File: config.mk
export PLATFORM = sky130hd
export DESIGN_NAME = led_blink_flash_controller
export DESIGN_NICKNAME = d
export VERILOG_FILES = /design/src/ledc_pkg.sv /design/src/ledc_prep.sv /design/src/ledc_core.sv /design/src/led_blink_flash_controller.sv
export SDC_FILE = /design/constraint.sdc
export NUM_CORES = 1
export LEC_CHECK = 0
export ABC_AREA = 1
export BUFFER_PORTS_ARGS = -buffer_cell sky130_fd_sc_hd__buf_2
export CORE_ASPECT_RATIO = 2
export CORE_MARGIN = 2
export CORE_UTILIZATION = 48
export DETAILED_ROUTE_END_ITERATION = 8
export HOLD_SLACK_MARGIN = 0.1
export MAX_ROUTING_LAYER = met4
export SYNTH_ARGS = -nofsm -noshare
export SYNTH_HDL_FRONTEND = slang
export SYNTH_HIERARCHICAL = 1
export SYNTH_SLANG_ARGS = --single-unit
File: constraint.sdc
create_clock -name clk -period 8.3 [get_ports clk]
set_input_delay 1.245 -clock clk [delete_from_list [all_inputs] [get_ports clk]]
set_output_delay 1.245 -clock clk [all_outputs]
set_load 0.05 [all_outputs]
File: src/ledc_pkg.sv
// ----------------------------------------------------------------------------
// ledc_pkg
// Shared types and codes for the LED blink/flash controller.
// ----------------------------------------------------------------------------
package ledc_pkg;

	localparam logic [2:0] FUNC_TICK  = 3'd0;
	localparam logic [2:0] FUNC_OFF   = 3'd1;
	localparam logic [2:0] FUNC_ON    = 3'd2;
	localparam logic [2:0] FUNC_BLINK = 3'd3;
	localparam logic [2:0] FUNC_FLASH = 3'd4;

	typedef enum logic [1:0] {
		MODE_OFF   = 2'd0,
		MODE_ON    = 2'd1,
		MODE_BLINK = 2'd2,
		MODE_FLASH = 2'd3
	} mode_t;

	typedef struct packed {
		logic [2:0]  func;
		logic [7:0]  red_in;
		logic [7:0]  green_in;
		logic [7:0]  blue_in;
		logic [7:0]  brightness;
		logic [15:0] lit_time;
		logic [15:0] dark_time;
		logic [7:0]  pulse_count;
	} cmd_t;

	typedef struct packed {
		logic       led_lit;
		logic [7:0] red_out;
		logic [7:0] green_out;
		logic [7:0] blue_out;
	} drive_t;

	// color channels times brightness, before the divide by 255
	typedef struct packed {
		logic [15:0] red;
		logic [15:0] green;
		logic [15:0] blue;
	} prod_t;

	typedef struct packed {
		logic       valid;
		logic [2:0] func;
	} s1_ctl_t;

endpackage

File: src/ledc_prep.sv
// ----------------------------------------------------------------------------
// ledc_prep
// Input register: brightness products and saturated timing fields.
// ----------------------------------------------------------------------------
module ledc_prep #(
	parameter int TIME_BITS  = 16,
	parameter int COUNT_BITS = 8
) (
	input  logic                   clk,
	input  logic                   arst_n,
	input  logic                   cmd_valid,
	output logic                   cmd_stall,
	input  ledc_pkg::cmd_t         cmd,
	input  logic                   take,
	output ledc_pkg::s1_ctl_t      ctl_s1,
	output ledc_pkg::prod_t        prod_s1,
	output logic [TIME_BITS-1:0]   lit_s1,
	output logic [TIME_BITS-1:0]   dark_s1,
	output logic [COUNT_BITS-1:0]  cnt_s1
);
	import ledc_pkg::*;

	localparam int TW = (TIME_BITS > 16) ? TIME_BITS : 16;
	localparam int CW = (COUNT_BITS > 8) ? COUNT_BITS : 8;

	logic                  accept;
	logic [TW-1:0]         lit_w;
	logic [TW-1:0]         dark_w;
	logic [CW-1:0]         cnt_w;
	logic [TIME_BITS-1:0]  lit_sat;
	logic [TIME_BITS-1:0]  dark_sat;
	logic [COUNT_BITS-1:0] cnt_sat;
	prod_t                 prod;

	assign cmd_stall = ctl_s1.valid && !take;
	assign accept    = cmd_valid && !cmd_stall;

	assign lit_w  = TW'(cmd.lit_time);
	assign dark_w = TW'(cmd.dark_time);
	assign cnt_w  = CW'(cmd.pulse_count);

	assign lit_sat  = (lit_w > TW'({TIME_BITS{1'b1}})) ? {TIME_BITS{1'b1}} :
		lit_w[TIME_BITS-1:0];
	assign dark_sat = (dark_w > TW'({TIME_BITS{1'b1}})) ? {TIME_BITS{1'b1}} :
		dark_w[TIME_BITS-1:0];
	assign cnt_sat  = (cnt_w > CW'({COUNT_BITS{1'b1}})) ? {COUNT_BITS{1'b1}} :
		cnt_w[COUNT_BITS-1:0];

	assign prod.red   = 16'(cmd.red_in)   * 16'(cmd.brightness);
	assign prod.green = 16'(cmd.green_in) * 16'(cmd.brightness);
	assign prod.blue  = 16'(cmd.blue_in)  * 16'(cmd.brightness);

	always_ff @(posedge clk or negedge arst_n) begin
		if (!arst_n) begin
			ctl_s1 <= '0;
		end else if (accept) begin
			ctl_s1.valid <= 1'b1;
			ctl_s1.func  <= cmd.func;
		end else if (take) begin
			ctl_s1.valid <= 1'b0;
		end
	end

	always_ff @(posedge clk) begin
		if (accept) begin
			prod_s1     <= prod;
			lit_s1      <= lit_sat;
			dark_s1     <= dark_sat;
			cnt_s1      <= cnt_sat;
		end
	end

endmodule

File: src/ledc_core.sv
// ----------------------------------------------------------------------------
// ledc_core
// Mode/phase state update and the result register.
// ----------------------------------------------------------------------------
module ledc_core #(
	parameter int TIME_BITS  = 16,
	parameter int COUNT_BITS = 8
) (
	input  logic                   clk,
	input  logic                   arst_n,
	input  ledc_pkg::s1_ctl_t      ctl_s1,
	input  ledc_pkg::prod_t        prod_s1,
	input  logic [TIME_BITS-1:0]   lit_s1,
	input  logic [TIME_BITS-1:0]   dark_s1,
	input  logic [COUNT_BITS-1:0]  cnt_s1,
	output logic                   take,
	output logic                   led_valid,
	input  logic                   led_stall,
	output ledc_pkg::drive_t       led
);
	import ledc_pkg::*;

	// exact x/255 for x up to 255*255
	function automatic logic [7:0] div255(input logic [15:0] x);
		logic [16:0] t;
		t = 17'(x) + 17'(x >> 8) + 17'd1;
		return t[15:8];
	endfunction

	mode_t                 mode_q,     mode_n;
	mode_t                 sv_mode_q,  sv_mode_n;
	logic [23:0]           color_q,    color_n;
	logic [23:0]           sv_color_q, sv_color_n;
	logic [TIME_BITS-1:0]  litlen_q,   litlen_n;
	logic [TIME_BITS-1:0]  darklen_q,  darklen_n;
	logic [TIME_BITS-1:0]  sv_lit_q,   sv_lit_n;
	logic [TIME_BITS-1:0]  sv_dark_q,  sv_dark_n;
	logic [TIME_BITS-1:0]  timer_q,    timer_n;
	logic [COUNT_BITS-1:0] pulses_q,   pulses_n;
	logic                  phase_q,    phase_n;
	logic [23:0]           col_in;
	drive_t                drive_n;

	assign take   = ctl_s1.valid && (!led_valid || !led_stall);
	assign col_in = {div255(prod_s1.red), div255(prod_s1.green), div255(prod_s1.blue)};

	always_comb begin
		mode_n     = mode_q;
		sv_mode_n  = sv_mode_q;
		color_n    = color_q;
		sv_color_n = sv_color_q;
		litlen_n   = litlen_q;
		darklen_n  = darklen_q;
		sv_lit_n   = sv_lit_q;
		sv_dark_n  = sv_dark_q;
		timer_n    = timer_q;
		pulses_n   = pulses_q;
		phase_n    = phase_q;
		unique case (ctl_s1.func)
			FUNC_TICK: begin
				if (mode_q == MODE_BLINK || mode_q == MODE_FLASH) begin
					if (timer_q <= TIME_BITS'(1)) begin
						if (phase_q) begin
							phase_n = 1'b0;
							timer_n = darklen_q;
							if (mode_q == MODE_FLASH && pulses_q != '0) begin
								pulses_n = pulses_q - COUNT_BITS'(1);
							end
						end else if (mode_q == MODE_FLASH && pulses_q == '0) begin
							// flash done: restart the saved command
							mode_n    = sv_mode_q;
							color_n   = sv_color_q;
							litlen_n  = sv_lit_q;
							darklen_n = sv_dark_q;
							pulses_n  = '0;
							phase_n   = (sv_mode_q != MODE_OFF);
							timer_n   = (sv_mode_q == MODE_BLINK || sv_mode_q == MODE_FLASH) ?
								sv_lit_q : '0;
						end else begin
							phase_n = 1'b1;
							timer_n = litlen_q;
						end
					end else begin
						timer_n = timer_q - TIME_BITS'(1);
					end
				end
			end
			FUNC_OFF: begin
				mode_n    = MODE_OFF;
				color_n   = '0;
				litlen_n  = '0;
				darklen_n = '0;
				pulses_n  = '0;
				timer_n   = '0;
				phase_n   = 1'b0;
			end
			FUNC_ON: begin
				mode_n    = MODE_ON;
				color_n   = col_in;
				litlen_n  = '0;
				darklen_n = '0;
				pulses_n  = '0;
				timer_n   = '0;
				phase_n   = 1'b1;
			end
			FUNC_BLINK: begin
				mode_n    = MODE_BLINK;
				color_n   = col_in;
				litlen_n  = lit_s1;
				darklen_n = dark_s1;
				pulses_n  = '0;
				timer_n   = lit_s1;
				phase_n   = 1'b1;
			end
			FUNC_FLASH: begin
				if (mode_q != MODE_FLASH) begin
					sv_mode_n  = mode_q;
					sv_color_n = color_q;
					sv_lit_n   = litlen_q;
					sv_dark_n  = darklen_q;
				end
				mode_n    = MODE_FLASH;
				color_n   = col_in;
				litlen_n  = lit_s1;
				darklen_n = dark_s1;
				pulses_n  = (cnt_s1 == '0) ? COUNT_BITS'(1) : cnt_s1;
				timer_n   = lit_s1;
				phase_n   = 1'b1;
			end
			default: begin
			end
		endcase
		drive_n.led_lit   = phase_n;
		drive_n.red_out   = phase_n ? color_n[23:16] : 8'd0;
		drive_n.green_out = phase_n ? color_n[15:8]  : 8'd0;
		drive_n.blue_out  = phase_n ? color_n[7:0]   : 8'd0;
	end

	always_ff @(posedge clk or negedge arst_n) begin
		if (!arst_n) begin
			mode_q     <= MODE_OFF;
			sv_mode_q  <= MODE_OFF;
			color_q    <= '0;
			sv_color_q <= '0;
			litlen_q   <= '0;
			darklen_q  <= '0;
			sv_lit_q   <= '0;
			sv_dark_q  <= '0;
			timer_q    <= '0;
			pulses_q   <= '0;
			phase_q    <= 1'b0;
			led_valid  <= 1'b0;
		end else begin
			if (take) begin
				mode_q     <= mode_n;
				sv_mode_q  <= sv_mode_n;
				color_q    <= color_n;
				sv_color_q <= sv_color_n;
				litlen_q   <= litlen_n;
				darklen_q  <= darklen_n;
				sv_lit_q   <= sv_lit_n;
				sv_dark_q  <= sv_dark_n;
				timer_q    <= timer_n;
				pulses_q   <= pulses_n;
				phase_q    <= phase_n;
				led_valid  <= 1'b1;
			end else if (!led_stall) begin
				led_valid  <= 1'b0;
			end
		end
	end

	always_ff @(posedge clk) begin
		if (take) begin
			led <= drive_n;
		end
	end

endmodule

File: src/led_blink_flash_controller.sv
// ----------------------------------------------------------------------------
// led_blink_flash_controller
// RGB LED driver: off/on/blink/flash commands and millisecond ticks.
// ----------------------------------------------------------------------------
// channel  direction  payload  handshake
// cmd      in         cmd_t    cmd_valid / cmd_stall
// led      out        drive_t  led_valid / led_stall
//
// One transaction per cycle sustained while led_stall is low; each command or
// tick gives one led transaction through the input register, then the result register.
// The mode/phase state update is combinational logic after the input register.
// Reset leaves the LED off with no transaction pending.
// cmd_stall rises only while both registers hold data and led_stall is high.
module led_blink_flash_controller #(
	parameter int TIME_BITS  = 16,
	parameter int COUNT_BITS = 8
) (
	input  logic             clk,
	input  logic             arst_n,
	input  logic             cmd_valid,
	output logic             cmd_stall,
	input  ledc_pkg::cmd_t   cmd,
	output logic             led_valid,
	input  logic             led_stall,
	output ledc_pkg::drive_t led
);
	import ledc_pkg::*;

	s1_ctl_t               ctl_s1;
	prod_t                 prod_s1;
	logic [TIME_BITS-1:0]  lit_s1;
	logic [TIME_BITS-1:0]  dark_s1;
	logic [COUNT_BITS-1:0] cnt_s1;
	logic                  take;

	ledc_prep #(
		.TIME_BITS  (TIME_BITS),
		.COUNT_BITS (COUNT_BITS)
	) u_prep (
		.clk       (clk),
		.arst_n    (arst_n),
		.cmd_valid (cmd_valid),
		.cmd_stall (cmd_stall),
		.cmd       (cmd),
		.take      (take),
		.ctl_s1    (ctl_s1),
		.prod_s1   (prod_s1),
		.lit_s1    (lit_s1),
		.dark_s1   (dark_s1),
		.cnt_s1    (cnt_s1)
	);

	ledc_core #(
		.TIME_BITS  (TIME_BITS),
		.COUNT_BITS (COUNT_BITS)
	) u_core (
		.clk       (clk),
		.arst_n    (arst_n),
		.ctl_s1    (ctl_s1),
		.prod_s1   (prod_s1),
		.lit_s1    (lit_s1),
		.dark_s1   (dark_s1),
		.cnt_s1    (cnt_s1),
		.take      (take),
		.led_valid (led_valid),
		.led_stall (led_stall),
		.led       (led)
	);

endmodule

==> metrics.txt <==
Area Growth Syn to Fin=8.238%; # resized after CTS=0; reg2reg setup slack=approximately 5000 ps; leading area contributor after synthesis=dfrtp_1; Detail Route Antenna Nets=0; synth top area cells=dfrtp_1 (18%), edfxtp_1 (17%), nand2_1 (16%), inv_1 (11%), fa_1 (11%); Peak VDD IR=between 0.0001 and 0.00015 V; dpl cells=about 3300; clock latency on the worst-skew pair=550 ps; ys flop type=dfrtp_1; H-tree Lvls=1; WP data required=8610 ps; largest net degree at the start of global routing=between 90 and 100; vias per cell=5.085; TritonCTS buffer count=24; Starting Density=just under 50%; fill count=4130; worst-margin pin slew=1033 ps; total power=between 6000 and 7000 µW; die height=between 200 and 300 µm; Pins Over Slew Limit=0; dpl cell area=21280 µm²; GRT Util Overall=approximately a quarter; Root Driver=clkbuf_16; status=completed; Final Skew=10.59 ps; DRC viols=0; period utilisation layout=around 55%; Longest Clk Path Bufs=3; final WL=between 50000 and 60000 µm; Core ar.=approximately 42000 µm²; RSZ-0062 raised after global routing=no; post-synth top area share=17.90%; syn avg cell area=7.566 µm²; Hold-fix buffers, CTS=0; max_slew headroom=31.06%; crit path launch type=primary input; Setup TNS=0 ps; class of the worst hold path=flop to flop; Fin. Hold Viols=0; layout cells sized above 1=approximately 7.2%; Crit. End Element=flop; number of diodes=0; DRT iter0 DRCs=approximately 800; P_leak=~0.013 µW; Final #Nets=3058; Core Util, Final=between 50% and 60%; worst-path maximum fanout=24; HPWL Detailed=approximately 40000 µm; yosys warns=6; Rows=106; routed len/inst=about 16 µm; setup violators final=0; Clock Sinks=~260; GP Congestion=between 0.8 and 0.9; total grt overflow=0; non-filler cells in the finished layout=roughly 3300; number of primary I/O pins=106; TritonCTS clock tree=done; Distinct cells, synth=42; min cycle time layout=~4600 ps; Worst-path clk slew=approximately 70 ps; post-synthesis cell count=approximately 2700; initial antenna violation count=0; DRT Pass-1 Iters=5; WP data arrival=about 4900 ps; Mapped Nets=around 3000; max frequency=approximately 220 MHz; sequential fraction of the synthesis area=between 30% and 40%; Die Wd=149.8 µm; # port buffers=~110; first-pass GRT wire length=about 83000 µm; vias in the first global route=between 15000 and 20000; #FFs+latches synth=259; max_cap viols=0; Die Footprint=between 40000 and 50000 µm²; post-layout instance area=roughly 22000 µm²; Post-CTS Setup Inserts=0; Post-synth EDFFs=approximately 110; Setup CP Type=primary input to flop; PD cells=approximately 300 nW/µm²; Syn Std Cell Area=around 20000 µm²; fraction of registers with async set/reset=between 50% and 60%; total vias in the final route=16760
==> cell usage after synthesis, types with 29 or more instances <==
| cell type | number |
|---|---|
| nand2_1 | 850 |
| inv_1 | 620 |
| nand3_1 | 167 |
| dfrtp_1 | 146 |
| ha_1 | 133 |
| edfxtp_1 | 113 |
| fa_1 | 108 |
| o21ai_0 | 91 |
| nor2_1 | 78 |
| clkbuf_1 | 64 |
| a21oi_1 | 59 |
| o21ai_1 | 42 |
| a32o_1 | 32 |
| xor2_1 | 30 |
| buf_2 | 29 |
==> registers in the layout (all words and copies together) (netlist names) <==
| register | cells |
|---|---|
| u_core/color_q | 24 |
| u_prep/dark_s1 | 16 |
| u_core/sv_lit_q | 16 |
| u_core/mode_q | 2 |
| u_prep/ctl_s1 | 4 |
| u_core/led | 25 |
| u_core/sv_color_q | 24 |
| u_core/sv_mode_q | 2 |
| u_core/sv_dark_q | 16 |
| u_core/pulses_q | 8 |
| u_prep/prod_s1 | 48 |
| u_core/litlen_q | 16 |
| u_prep/lit_s1 | 16 |
| u_core/timer_q | 16 |
| u_core/phase_q | 1 |
| u_core/darklen_q | 16 |
| u_prep/cnt_s1 | 8 |
| u_core/led_valid | 1 |
==> final cells by class <==
type / instances / area [µm²] / area share (%)
multi-input combinational: 1704 / 10560 / 47.77
sequential: 259 / 7047 / 31.89
inverter: 630 / 2365 / 10.70
clock buffer: 32 / 675.6 / 3.058
tap: 540 / 675.6 / 3.058
timing repair buffer: 119 / 636.9 / 2.882
clock inverter: 12 / 140.1 / 0.6342
==> worst max-delay path, stage by stage <==
cell     delay [ps]
buf_2           410
nand2_1         150
fa_1            530
fa_1            550
inv_1            50
fa_1            470
inv_1            50
fa_1            470
inv_1            40
ha_1            330
nand2_1         140
inv_2            50
nand2_1          80
nor2_1           40
nand2_1          70
nand3_1          80
nand2_1          80
nand2_1          50
==> placed cells by master (no fill, tap or decap), types with 2 or more instances in the layout <==
cell and n:
nand3b_1 7, nor2_2 6, ha_1 133, fa_1 108
bufinv_16 2, a21boi_1 3, or2_2 2, clkinv_2 4
nand3_1 167, dfrtp_1 146, o211ai_1 6, buf_4 14
clkbuf_16 25, a22oi_1 10, nor3_1 10, a31oi_1 16
xnor2_1 3, clkinv_4 2, nand2_1 850, inv_1 619
clkbuf_8 2, nand3_2 10, nand4_1 19, o21ai_1 42
xor2_1 30, nor2_4 6, o21ai_0 90, nor2_1 76
edfxtp_1 113, a21oi_1 59, inv_2 10, buf_2 104
a21boi_0 9, a32o_1 32, clkbuf_1 4
==> per-layer routing <==
layer | wire, µm | track usage (%) | up-vias
li1 | - | - | 8354
met1 | 18120 | 23.17 | 7916
met2 | 29480 | 48.37 | 375
met3 | 1889 | 1.954 | 116
met4 | 2237 | 10.47 | 0
met5 | 0 | - | -
==> where the power goes <==
group	leakage, µW	internal, µW	switching, µW	total, µW
combinational	0.00919	1110	2140	3250
sequential	0.00294	1880	331	2210
clock	0.000406	645	511	1160
==> worst paths after layout <==
kind	startpoint	end	cells after the start
setup / recovery	cmd[42]	u_prep/prod_s1[31]	18
hold / removal	u_core/sv_color_q[15]	u_core/sv_color_q[15]	2
setup reg to reg	u_core/timer_q[0]	u_core/led[14]	11
hold reg to reg	u_core/sv_color_q[15]	u_core/sv_color_q[15]	2
max in group asynchronous	arst_n	u_core/timer_q[3]	2
min in group asynchronous	arst_n	u_core/pulses_q[4]	1
==> stage by stage <==
stage	hold WS, ps	setup WS [ps]
floorplan	453.0	738.9
global placement	467.5	3209
detailed placement	473.2	3155
CTS	490.5	3734
global route	514.3	3532
finish	486.6	3696
==> logic make-up (layout without fill, tap and decap cells) <==
group | Yosys count | count (layout) | share of synthesized area [%]
fa+ha+maj | 241 | 241 | 18.74
mux | 1 | 1 | 0.05516
simple gates | 1157 | 1157 | 23.38
buf+inv | 735 | 793 | 13.90
flops | 259 | 259 | 34.52
xor+xnor | 33 | 33 | 1.416
compound gates | 272 | 272 | 7.987
Power figures use the tool's default switching activity.
